<file path="src/rtl/tcga_pkg.sv">
// Shared types and constants for the target cluster greedy assigner.
// Holds the input and result transaction structs and a small helper.
// No dependencies.
`timescale 1ns / 1ps

package tcga_pkg;

  localparam int NumAgents = 3;
  localparam int AgentIdW  = 2;
  localparam int CoordW    = 24;
  localparam int GateW     = 23;
  localparam logic [GateW-1:0] GateReset = 23'd512;

  localparam logic ModeDetect = 1'b0;
  localparam logic ModeAgent  = 1'b1;

  typedef struct packed {
    logic                     mode;
    logic [AgentIdW-1:0]      agent_index;
    logic signed [CoordW-1:0] pos_x;
    logic signed [CoordW-1:0] pos_y;
    logic signed [CoordW-1:0] pos_z;
  } in_t;

  typedef struct packed {
    logic [AgentIdW-1:0]      agent_id;
    logic [1:0]               target_id;
    logic signed [CoordW-1:0] way_x;
    logic signed [CoordW-1:0] way_y;
    logic signed [CoordW-1:0] way_z;
    logic                     last;
  } out_t;

  // Magnitude of a 25-bit two's complement difference, as unsigned.
  function automatic logic [CoordW:0] abs25(input logic [CoordW:0] v);
    logic [CoordW:0] r;
    r = v[CoordW] ? (~v + 25'd1) : v;
    return r;
  endfunction

endpackage

</file>
<file path="src/rtl/tcga_div.sv">
// Serial restoring divider: signed sum over unsigned non-zero count,
// truncated toward zero, one quotient bit per cycle. Uses tcga_pkg.
`timescale 1ns / 1ps

module tcga_div #(
  parameter int SUMW = 40,
  parameter int CW   = 16
) (
  input  logic                   clk_i,
  input  logic                   rst_ni,
  input  logic                   start_i,
  input  logic signed [SUMW-1:0] dividend_i,
  input  logic [CW-1:0]          divisor_i,
  output logic                   done_o,
  output logic signed [tcga_pkg::CoordW-1:0] quot_o
);
  import tcga_pkg::*;

  localparam int CntW = $clog2(SUMW + 1);

  logic            busy_q, done_q, neg_q;
  logic [CntW-1:0] cnt_q;
  logic [CW-1:0]   rem_q;
  logic [SUMW-1:0] quo_q;
  logic [CW:0]     trial, diff;
  logic            ge;
  logic [SUMW-1:0] mag;
  logic [CoordW-1:0] qlow;

  assign trial = {rem_q, quo_q[SUMW-1]};
  assign diff  = trial - {1'b0, divisor_i};
  assign ge    = trial >= {1'b0, divisor_i};
  assign mag   = dividend_i[SUMW-1] ? (~dividend_i + 1'b1) : dividend_i;
  assign qlow  = quo_q[CoordW-1:0];
  assign quot_o = neg_q ? (~qlow + 1'b1) : qlow;
  assign done_o = done_q;

  always_ff @(posedge clk_i or negedge rst_ni) begin
    if (!rst_ni) begin
      busy_q <= 1'b0;
      done_q <= 1'b0;
      cnt_q  <= '0;
    end else begin
      done_q <= 1'b0;
      if (start_i && !busy_q) begin
        busy_q <= 1'b1;
        cnt_q  <= CntW'(SUMW);
        rem_q  <= '0;
        quo_q  <= mag;
        neg_q  <= dividend_i[SUMW-1];
      end else if (busy_q) begin
        rem_q <= ge ? diff[CW-1:0] : trial[CW-1:0];
        quo_q <= {quo_q[SUMW-2:0], ge};
        cnt_q <= cnt_q - 1'b1;
        if (cnt_q == CntW'(1)) begin
          busy_q <= 1'b0;
          done_q <= 1'b1;
        end
      end
    end
  end

endmodule

</file>
<file path="src/rtl/target_cluster_greedy_assigner.sv">
// Top level of the target cluster greedy assigner: slot state, sequencer,
// shared squaring multiplier and output register. Uses tcga_pkg, tcga_div.
`timescale 1ns / 1ps

// Usage
// The input channel carries one transaction per detection or agent position
// update (in_valid_i / in_ready_o / in_data_i). An agent update is stored as
// soon as it is accepted. A detection is compared against each slot in turn,
// one slot per cycle; when it joins a slot the new means are recomputed by a
// single serial divider, x then y, at one quotient bit per cycle over the full
// sum width.
// Once every slot is occupied a greedy assignment follows: for each of the
// three agents every free slot passes through an x term and a y term on the
// shared squaring multiplier and a compare, then the waypoint is loaded.
// Each waypoint is presented on the output channel and held until the
// receiver takes it; while the receiver stalls, the sequencer simply waits.
// The block accepts no new transaction until the previous one is finished.
// Reset empties all slots, clears agent positions and sets the gate radius
// to 2.0 m; the gate register may be written at any idle cycle.
module target_cluster_greedy_assigner #(
  parameter int NUM_SLOTS  = 3,
  parameter int COUNT_BITS = 16
) (
  input  logic                              clk_i,
  input  logic                              rst_ni,
  input  logic                              in_valid_i,
  output logic                              in_ready_o,
  input  tcga_pkg::in_t                     in_data_i,
  output logic                              out_valid_o,
  input  logic                              out_ready_i,
  output tcga_pkg::out_t                    out_data_o,
  input  logic                              cfg_we_i,
  input  logic [tcga_pkg::GateW-1:0]        cfg_data_i
);
  import tcga_pkg::*;

  localparam int SumW = CoordW + COUNT_BITS;
  localparam int SiW  = $clog2(NUM_SLOTS);
  localparam logic [SiW-1:0] LastSlot = SiW'(NUM_SLOTS - 1);
  localparam logic [AgentIdW-1:0] LastAgent = AgentIdW'(NumAgents - 1);
  localparam logic [COUNT_BITS-1:0] CountMax = {COUNT_BITS{1'b1}};
  localparam int SqW = 2 * (CoordW + 1);

  typedef enum logic [3:0] {
    StIdle, StMatch, StDivX, StDivY, StCheck, StSqX, StSqY, StCmp, StFin, StOut
  } state_e;

  state_e state_q;

  // Slot and agent state
  logic signed [SumW-1:0]   sum_x_q  [NUM_SLOTS];
  logic signed [SumW-1:0]   sum_y_q  [NUM_SLOTS];
  logic signed [CoordW-1:0] z_q      [NUM_SLOTS];
  logic signed [CoordW-1:0] mean_x_q [NUM_SLOTS];
  logic signed [CoordW-1:0] mean_y_q [NUM_SLOTS];
  logic [COUNT_BITS-1:0]    count_q  [NUM_SLOTS];
  logic [NUM_SLOTS-1:0]     taken_q;
  logic signed [CoordW-1:0] agent_x_q [NumAgents];
  logic signed [CoordW-1:0] agent_y_q [NumAgents];
  logic [GateW-1:0]         gate_q;

  // Working registers
  logic signed [CoordW-1:0] x_q, y_q, zin_q;
  logic [SiW-1:0]           slot_q, best_q;
  logic [AgentIdW-1:0]      agent_q;
  logic                     found_q, div_run_q;
  logic [SqW-1:0]           sqx_q, sqy_q, bestd_q;
  logic signed [CoordW-1:0] bx_q, by_q, bz_q;
  out_t                     out_q;
  logic                     out_valid_q;

  // Gate distance of the current detection to slot slot_q.
  logic [CoordW:0]   gdx, gdy, adx, ady, mop;
  logic [CoordW+1:0] gate_dist;
  logic [SqW-1:0]    prod, sq_dist;
  logic              all_full;

  assign gdx = abs25({mean_x_q[slot_q][CoordW-1], mean_x_q[slot_q]} - {x_q[CoordW-1], x_q});
  assign gdy = abs25({mean_y_q[slot_q][CoordW-1], mean_y_q[slot_q]} - {y_q[CoordW-1], y_q});
  assign gate_dist = {1'b0, gdx} + {1'b0, gdy};

  // Agent to slot offsets feed the one shared squaring multiplier.
  assign adx = abs25({agent_x_q[agent_q][CoordW-1], agent_x_q[agent_q]}
                     - {mean_x_q[slot_q][CoordW-1], mean_x_q[slot_q]});
  assign ady = abs25({agent_y_q[agent_q][CoordW-1], agent_y_q[agent_q]}
                     - {mean_y_q[slot_q][CoordW-1], mean_y_q[slot_q]});
  assign mop     = (state_q == StSqY) ? ady : adx;
  assign prod    = mop * mop;
  assign sq_dist = sqx_q + sqy_q;

  always_comb begin
    all_full = 1'b1;
    for (int k = 0; k < NUM_SLOTS; k++) begin
      if (count_q[k] == '0) all_full = 1'b0;
    end
  end

  // Shared divider: the dividend follows the phase of the mean update.
  logic                     div_start, div_done;
  logic signed [SumW-1:0]   div_num;
  logic signed [CoordW-1:0] div_quot;

  assign div_start = ((state_q == StDivX) || (state_q == StDivY)) && !div_run_q;
  assign div_num   = (state_q == StDivY) ? sum_y_q[slot_q] : sum_x_q[slot_q];

  tcga_div #(
    .SUMW(SumW),
    .CW  (COUNT_BITS)
  ) u_div (
    .clk_i     (clk_i),
    .rst_ni    (rst_ni),
    .start_i   (div_start),
    .dividend_i(div_num),
    .divisor_i (count_q[slot_q]),
    .done_o    (div_done),
    .quot_o    (div_quot)
  );

  assign in_ready_o  = (state_q == StIdle);
  assign out_valid_o = out_valid_q;
  assign out_data_o  = out_q;

  always_ff @(posedge clk_i or negedge rst_ni) begin
    if (!rst_ni) begin
      state_q     <= StIdle;
      gate_q      <= GateReset;
      out_valid_q <= 1'b0;
      div_run_q   <= 1'b0;
      taken_q     <= '0;
      found_q     <= 1'b0;
      slot_q      <= '0;
      best_q      <= '0;
      agent_q     <= '0;
      for (int k = 0; k < NUM_SLOTS; k++) begin
        sum_x_q[k]  <= '0;
        sum_y_q[k]  <= '0;
        z_q[k]      <= '0;
        mean_x_q[k] <= '0;
        mean_y_q[k] <= '0;
        count_q[k]  <= '0;
      end
      for (int k = 0; k < NumAgents; k++) begin
        agent_x_q[k] <= '0;
        agent_y_q[k] <= '0;
      end
    end else begin
      if (cfg_we_i) gate_q <= cfg_data_i;
      case (state_q)
        StIdle: begin
          if (in_valid_i) begin
            if (in_data_i.mode == ModeAgent) begin
              if (in_data_i.agent_index < AgentIdW'(NumAgents)) begin
                agent_x_q[in_data_i.agent_index] <= in_data_i.pos_x;
                agent_y_q[in_data_i.agent_index] <= in_data_i.pos_y;
              end
            end else begin
              x_q     <= in_data_i.pos_x;
              y_q     <= in_data_i.pos_y;
              zin_q   <= in_data_i.pos_z;
              slot_q  <= '0;
              state_q <= StMatch;
            end
          end
        end
        StMatch: begin
          if (count_q[slot_q] == '0) begin
            // Empty slot: the mean of a single point is the point itself.
            sum_x_q[slot_q]  <= SumW'(x_q);
            sum_y_q[slot_q]  <= SumW'(y_q);
            z_q[slot_q]      <= zin_q;
            mean_x_q[slot_q] <= x_q;
            mean_y_q[slot_q] <= y_q;
            count_q[slot_q]  <= COUNT_BITS'(1);
            state_q          <= StCheck;
          end else if (gate_dist < {3'b000, gate_q}) begin
            if (count_q[slot_q] != CountMax) begin
              sum_x_q[slot_q] <= sum_x_q[slot_q] + SumW'(x_q);
              sum_y_q[slot_q] <= sum_y_q[slot_q] + SumW'(y_q);
              z_q[slot_q]     <= zin_q;
              count_q[slot_q] <= count_q[slot_q] + 1'b1;
              state_q         <= StDivX;
            end else begin
              state_q <= StCheck;
            end
          end else if (slot_q == LastSlot) begin
            state_q <= StCheck;
          end else begin
            slot_q <= slot_q + 1'b1;
          end
        end
        StDivX: begin
          if (!div_run_q) begin
            div_run_q <= 1'b1;
          end else if (div_done) begin
            mean_x_q[slot_q] <= div_quot;
            div_run_q        <= 1'b0;
            state_q          <= StDivY;
          end
        end
        StDivY: begin
          if (!div_run_q) begin
            div_run_q <= 1'b1;
          end else if (div_done) begin
            mean_y_q[slot_q] <= div_quot;
            div_run_q        <= 1'b0;
            state_q          <= StCheck;
          end
        end
        StCheck: begin
          if (all_full) begin
            taken_q <= '0;
            agent_q <= '0;
            slot_q  <= '0;
            found_q <= 1'b0;
            best_q  <= '0;
            bx_q    <= mean_x_q[0];
            by_q    <= mean_y_q[0];
            bz_q    <= z_q[0];
            state_q <= StSqX;
          end else begin
            state_q <= StIdle;
          end
        end
        StSqX: begin
          if (taken_q[slot_q]) begin
            if (slot_q == LastSlot) begin
              state_q <= StFin;
            end else begin
              slot_q <= slot_q + 1'b1;
            end
          end else begin
            sqx_q   <= prod;
            state_q <= StSqY;
          end
        end
        StSqY: begin
          sqy_q   <= prod;
          state_q <= StCmp;
        end
        StCmp: begin
          // Strictly smaller wins, so the lower slot index keeps ties.
          if (!found_q || sq_dist < bestd_q) begin
            found_q <= 1'b1;
            bestd_q <= sq_dist;
            best_q  <= slot_q;
            bx_q    <= mean_x_q[slot_q];
            by_q    <= mean_y_q[slot_q];
            bz_q    <= z_q[slot_q];
          end
          if (slot_q == LastSlot) begin
            state_q <= StFin;
          end else begin
            slot_q  <= slot_q + 1'b1;
            state_q <= StSqX;
          end
        end
        StFin: begin
          if (found_q) taken_q[best_q] <= 1'b1;
          out_q.agent_id  <= agent_q;
          out_q.target_id <= 2'(best_q);
          out_q.way_x     <= bx_q;
          out_q.way_y     <= by_q;
          out_q.way_z     <= bz_q;
          out_q.last      <= (agent_q == LastAgent);
          out_valid_q     <= 1'b1;
          state_q         <= StOut;
        end
        StOut: begin
          if (out_ready_i) begin
            out_valid_q <= 1'b0;
            if (agent_q == LastAgent) begin
              state_q <= StIdle;
            end else begin
              agent_q <= agent_q + 1'b1;
              slot_q  <= '0;
              found_q <= 1'b0;
              best_q  <= '0;
              bx_q    <= mean_x_q[0];
              by_q    <= mean_y_q[0];
              bz_q    <= z_q[0];
              state_q <= StSqX;
            end
          end
        end
        default: begin
          state_q <= StIdle;
        end
      endcase
    end
  end

endmodule
</file>
<file path="config.mk">
export PLATFORM = sky130hd
export DESIGN_NAME = target_cluster_greedy_assigner
export DESIGN_NICKNAME = d
export VERILOG_FILES = /design/src/rtl/tcga_pkg.sv /design/src/rtl/tcga_div.sv /design/src/rtl/target_cluster_greedy_assigner.sv
export SDC_FILE = /design/constraint.sdc
export NUM_CORES = 2
export LEC_CHECK = 0
export ABC_AREA = 0
export BUFFER_PORTS_ARGS = -buffer_cell sky130_fd_sc_hd__buf_2
export CAP_MARGIN = 25
export CELL_PAD_IN_SITES_DETAIL_PLACEMENT = 1
export CELL_PAD_IN_SITES_GLOBAL_PLACEMENT = 2
export CORE_ASPECT_RATIO = 2
export CORE_MARGIN = 8
export CORE_UTILIZATION = 38
export CTS_CLUSTER_SIZE = 10
export DETAILED_ROUTE_END_ITERATION = 10
export PLACE_DENSITY = 0.83
export SETUP_SLACK_MARGIN = 0.15
export SLEW_MARGIN = 10
export SYNTH_ARGS = -nofsm -noshare
export SYNTH_HDL_FRONTEND = slang
export SYNTH_SLANG_ARGS = --single-unit
export TNS_END_PERCENT = 30
</file>
<file path="constraint.sdc">
create_clock -name clk_i -period 12.52 [get_ports clk_i]
set_input_delay 1.878 -clock clk_i [delete_from_list [all_inputs] [get_ports clk_i]]
set_output_delay 1.878 -clock clk_i [all_outputs]
set_load 0.02 [all_outputs]
</file>
Word level (Yosys, flattened, before mapping)
Cells that the tools add are included.
- flip-flop bits (word level): 1123
- output and inout bits: 79
- add/subtract/negate cells: 19
- multipliers: 1
- order comparisons: 12
- equal/unequal tests: 30
- muxes and demuxes: 150
- bitwise logic cells: 15
- reduce and logical (&&, ||, !) cells: 44
- operators by type and width (operator ; count):
    $mux W120 ; 6
    $mux W72 ; 9
    $mux W24 ; 25
    $bwmux W72 ; 7
    $bwmux W120 ; 4
    $mux W40 ; 9
    $pmux W72 S2 ; 2
    $bmux W24 S2 ; 5
    $pmux W24 S3 ; 3
    $bmux W40 S2 ; 2
    $mux W48 ; 3
    $mux W25 ; 5
    $add A25 B1 Y25 const B ; 4
    $not A25 Y25 ; 4
    $sub A24 B24 Y25 ; 4
    $demux W24 S2 ; 2
    $add A40 B24 Y40 ; 2
    $demux W40 S2 ; 1
    $mux W16 ; 5
    $logic_not A16 Y1 ; 4
    $mux W4 ; 13
    $add A50 B50 Y50 ; 1
    $lt A50 B50 Y1 ; 1
    $mul A25 B25 Y50 ; 1
    other kinds (62) ; 149

Longest topological paths before layout
- word-level depth: 13
- gate-level depth with buffers: 57
- gate-level depth less buffers: 45

By module
From an unflattened synthesis, not the netlist that was laid out.
- cells, all modules: 8711
- area total of the unflattened synthesis: 83475.1 µm²
- modules (own cells, without submodules) (module ; instances ; cells each ; area each (µm²)):
    target_cluster_greedy_assigner ; 1 ; 8167 ; 78537.8
    tcga_div ; 1 ; 544 ; 4937.2

Worst setup path after synthesis
Ideal clock, no wire load.
- path type: flip-flop to flip-flop
- start: register slot_q[0]
- end: register sqx_q[44], data pin
- library setup time: 269 ps
- arrival: 12255 ps
- required time: 12251 ps
- slack: -4 ps
- stages on the path, launching flop included: 53
- period minus slack after synthesis: 12524 ps
- path through: dfrtp_1 buf_4 buf_6 buf_4 buf_6 buf_4 buf_4 buf_2 buf_1 buf_2 mux2i_1 nor2_1 a21oi_1 ha_1 buf_2 and2_1 a221oi_2 o21ai_1 (+17 left out) fa_1 fa_1 fa_1 inv_1 fa_1 inv_1 ha_1 clkbuf_1 a21oi_1 o21ai_0 a21oi_1 o22ai_1 or4b_2 o21ai_0 nand2_1 a21o_1 a211oi_1 nor2_1
- longest elaborated chain between the ends: 10
- elaborated cells between the ends (all ways): 17
- classes of those cells: add/sub: 4; mul: 1; mux: 9; bitwise: 3
- ends and longest elaborated chain (what ; line ; RTL):
    from (decl) ; target_cluster_greedy_assigner.sv:64 ; logic [SiW-1:0] slot_q, best_q;
    from (signal assigned) ; target_cluster_greedy_assigner.sv:188 ; slot_q <= slot_q + 1'b1;
    from (signal assigned) ; target_cluster_greedy_assigner.sv:229 ; slot_q <= slot_q + 1'b1;
    from (signal assigned) ; target_cluster_greedy_assigner.sv:253 ; slot_q <= slot_q + 1'b1;
    $not A2 Y3 (implied by the code) * ; target_cluster_greedy_assigner.sv:84, target_cluster_greedy_assigner.sv:86 ;
    $bmux W24 S2, on equally long branches ; target_cluster_greedy_assigner.sv:84, target_cluster_greedy_assigner.sv:86 ;
    $mux W24, on equally long branches (2 in a row) ; target_cluster_greedy_assigner.sv:84, target_cluster_greedy_assigner.sv:86 ;
    $sub A24 B24 Y25, on equally long branches ; target_cluster_greedy_assigner.sv:84, target_cluster_greedy_assigner.sv:86 ;
    $not A25 Y25 ; tcga_pkg.sv:37 ; r = v[CoordW] ? (~v + 25'd1) : v;
    $add A25 B1 Y25 ; tcga_pkg.sv:37 ;
    $mux W25 ; tcga_pkg.sv:37 ;
    $mux W25 * ; target_cluster_greedy_assigner.sv:87 ; assign mop = (state_q == StSqY) ? ady : adx;
    $mul A25 B25 Y50 * ; target_cluster_greedy_assigner.sv:88 ; assign prod = mop * mop;
    net prod[44] ; target_cluster_greedy_assigner.sv:75 ; logic [SqW-1:0] prod, sq_dist;
    to (signal assigned) ; target_cluster_greedy_assigner.sv:232 ; sqx_q <= prod;
    to (decl) ; target_cluster_greedy_assigner.sv:67 ; logic [SqW-1:0] sqx_q, sqy_q, bestd_q;
The timed path passes the listed nets; every way through them passes the cells marked *. The select of a mux whose other input is x is not followed.
A chain may end at the register's enable or synchronous reset.

Worst setup path after layout
- start: register slot_q[1]
- end: register sqy_q[43], data pin
- longest elaborated chain between the ends: 10
- elaborated cells between the ends (all ways): 17
- classes of those cells: add/sub: 4; mul: 1; mux: 9; bitwise: 3
- ends and longest elaborated chain (what ; line ; RTL):
    $not A2 Y3 (implied by the code) * ; target_cluster_greedy_assigner.sv:84, target_cluster_greedy_assigner.sv:86 ;
    $bmux W24 S2, on equally long branches ; target_cluster_greedy_assigner.sv:84, target_cluster_greedy_assigner.sv:86 ;
    $mux W24, on equally long branches (2 in a row) ; target_cluster_greedy_assigner.sv:84, target_cluster_greedy_assigner.sv:86 ;
    $sub A24 B24 Y25, on equally long branches ; target_cluster_greedy_assigner.sv:84, target_cluster_greedy_assigner.sv:86 ;
    $not A25 Y25 ; tcga_pkg.sv:37 ;
    $add A25 B1 Y25 ; tcga_pkg.sv:37 ;
    $mux W25 ; tcga_pkg.sv:37 ;
    $mux W25 * ; target_cluster_greedy_assigner.sv:87 ;
    $mul A25 B25 Y50 * ; target_cluster_greedy_assigner.sv:88 ;
    net prod[43] ; target_cluster_greedy_assigner.sv:75 ;
    to (signal assigned) ; target_cluster_greedy_assigner.sv:237 ; sqy_q <= prod;
    to (decl) ; target_cluster_greedy_assigner.sv:67 ;
Marks and branches as above.

==> summary.md <==
| Metric | Value |
|---|---|
| Slew HR | `roughly 23%` |
| Most common cell after layout, fill and taps aside | `nand2_1` |
| CTS Buf Count | `around 140` |
| Core Area | `around 220000 um2` |
| Commonest cells after routing, fill and taps aside | `nand2_1 (1206), inv_1 (863), o21ai_0 (809)` |
| Crit path DAT | `12.44 ns` |
| First DRT Iteration DRCs | `3130` |
| Setup ws final | `between 0.6 and 0.7 ns` |
| Least-Margin Pin Slew | `1.15 ns` |
| Worst Reg-to-Reg Cells | `between 40 and 50` |
| Fill cell count | `~25k` |
| Cell taking the most area after synthesis | `dfrtp_1` |
| Most frequent CP cell | `fa_1` |
| Clk root buf | `clkbuf_16` |
| FF-to-FF setup slack | `between 0.6 and 0.7 ns` |
| GR met2 Demand/Resource | `between 50% and 60%` |
| Post-Syn Area | `just over 80000 um2` |
| Post-synth top area share | `21.0%` |
| CTS max path bufs | `4` |
| Clk_lat worst skew | `around 0.83 ns` |
| Final Setup Violations | `0` |
| RD Place Congestion | `between 1 and 1.5` |
| Gr busiest metal | `met2` |
| Io pins | `approximately 180` |
| Clk pin slew, worst setup/hold paths | `about 0.06 ns` |
| Die ar. | `between 200000 and 250000 um2` |
| Post-synth EDFFs | `between 400 and 500` |
| WL/cell | `~27 um` |
| Warning count from the yosys run | `0` |
| # DRC | `0` |
| Critical Path RT | `around 13 ns` |
| Startpoint types | `flop` |
| DIE WIDTH | `~350 um` |
| Min Tclk post-route | `roughly 12 ns` |
| Total vias in the final route | `66.9k` |
| GR Util All Layers | `a little over a quarter` |
| Fin util | `about 43%` |
| Worst Skew | `just over 0.06 ns` |
| Clock Sinks | `1121` |
| CTS hold repair buffers | `0` |
| Status | `completed` |
| Via-to-Cell Ratio | `5.60` |
| Congestion Overflow GR | `0` |
| CTS tree | `yes` |
| Height of the chip | `a little under 700 um` |
| Hold Path Class | `reg2reg` |
| Number of global-route vias before repair | `75.0k` |
| Cells after synthesis | `8628` |
| Crit path largest cell delay | `between 0.5 and 0.6 ns` |
| #FFs+latches synth | `about 1.1k` |
| H-tree depth | `4` |
| First-pass GRT wire length | `~480000 um` |
| Slowest CP cell | `fa_1` |
| Grt met1 use | `about a quarter` |
| Final hold viol count | `0` |
| Worst-path fanout max | `9` |
| Final ANT Viol Nets | `0` |
| Row Count | `242` |
| Worst slack on hold paths | `~0.40 ns` |
| Number of antenna violations at the first check in global routing | `42` |
| Fin crit share | `between 90% and 100%` |
| Area Growth Syn to Fin | `13.5%` |
| GRT met3 Usage | `between 4 and 5%` |
| Area contributors post-synth | `dfrtp_1 (21%), edfxtp_1 (15%), fa_1 (12%), ha_1 (8.0%), nand2_1 (5.5%)` |
| Nets | `~10k` |
| Syn_area_per_cell | `about 9.6 um2` |
| R2r startpoint | `slot_q[1]` |
| Async SR Flop Fraction | `around three fifths` |
| Maxcap violations | `0` |
| DRT Pass-1 Iters | `5` |
| Final WL | `~320000 um` |
| Dpl ws | `-0.375 ns` |
| Layout cells sized above 1 | `around an eighth` |
| Largest net degree at the start of global routing | `roughly 150` |
| Critical Path Start | `slot_q[1]` |
| Count of port buffers added during placement | `between 150 and 200` |
| Worst setup path end | `sqy_q[43]` |
| Setup TNS | `0 ns` |
| Top_reg_cell synth | `dfrtp_1` |
| Sequential area share after synthesis | `around 37%` |
| Fmax | `84.1 MHz` |
| Hpwl dp | `approximately 260000 um` |
| Initial core utilization | `roughly two fifths` |
| Reg2reg end | `sqy_q[43]` |
| Setup crit end kind | `flop` |
| Post-synth cell types | `~110` |
| Final count of pins violating max slew | `0` |
| Setup CP Type | `reg2reg` |
| RSZ-0062 raised after global routing | `false` |
[worst min-delay path by stage]
stage,start,end,slack [ns],cells past startpoint
after floorplan,bz_q[9],out_data_o[10],0.40,0
after global placement,bz_q[1],out_data_o[2],0.40,0
after detailed placement,bz_q[20],out_data_o[21],0.41,0
after CTS,bz_q[23],out_data_o[24],0.40,0
after global routing,bz_q[23],out_data_o[24],0.40,0
final,bz_q[23],out_data_o[24],0.40,0
[routing by layer]
layer | vias up | share of wire [%]
li1 | 30200 | -
met1 | 34000 | 32
met2 | 1619 | 53
met3 | 993 | 3.9
met4 | 24 | 12
met5 | - | 0.049
[synth_stat cells (237+ instances only)]
cell type and count:
xnor2_1 278, clkbuf_1 237, o21ai_0 817, nand2_1 1211
edfxtp_1 426, inv_1 865, nor2_1 539, mux2i_1 250
dfrtp_1 694, mux2_2 269, fa_1 478, a21oi_1 469
ha_1 531
[stage by stage]
stage                     cell area [um2]  cells
after global placement              89100  11700
after detailed placement            89100  11700
final                               93800  11900
after CTS                           93200  11900
after global routing                93700  11900
after floorplan                     82700   8644
[flip-flops by register name (all words and copies together) (netlist names), 72 cells and up]
signal / flops
agent_x_q: 72
mean_y_q: 72
sum_y_q: 120
out_data_o: 77
mean_x_q: 72
sum_x_q: 120
agent_y_q: 72
z_q: 72
[area by class of cell]
type | count | area [um2] | area share, %
timing repair buffer | 599 | 4560 | 4.86
sequential | 1121 | 30200 | 32.2
inverter | 879 | 3310 | 3.53
clock buffer | 223 | 3920 | 4.18
tap | 2806 | 3510 | 3.74
antenna | 18 | 45.0 | 0.0480
clock inverter | 13 | 140 | 0.149
multi-input combinational | 6280 | 48100 | 51.3
[timing repair]
action / CTS / global route
pin swaps: 1 / 6
resized for setup: 5 / 61
cloned: 0 / 2
setup endpoints to repair: 22 / 32
setup buffers: 1 / 8
[cells by family after synthesis]
kind of cell             after synthesis  synth area share (%)
flip-flops                          1121                  36.5
buffers and inverters               1243                  5.88
AND/OR/NAND/NOR                     2313                  12.2
multiplexers                         522                  6.76
other                                  2               0.00909
AO/OA/AOI/OAI                       2003                  14.6
adder cells (fa/ha/maj)             1009                  19.6
XOR/XNOR                             415                  4.40
[critical path, delay by kind of cell (launching register included)]
family          cells  cell delay (ns)
compound gates     16             3.84
xor+xnor            2             0.31
fa+ha+maj           9             4.23
buf+inv             7             0.66
flops               1             0.50
simple gates        7             2.06
Power is left out: the tool's default activity adds up to more than one toggle a clock period on the data nets, which glitch-free logic cannot reach.
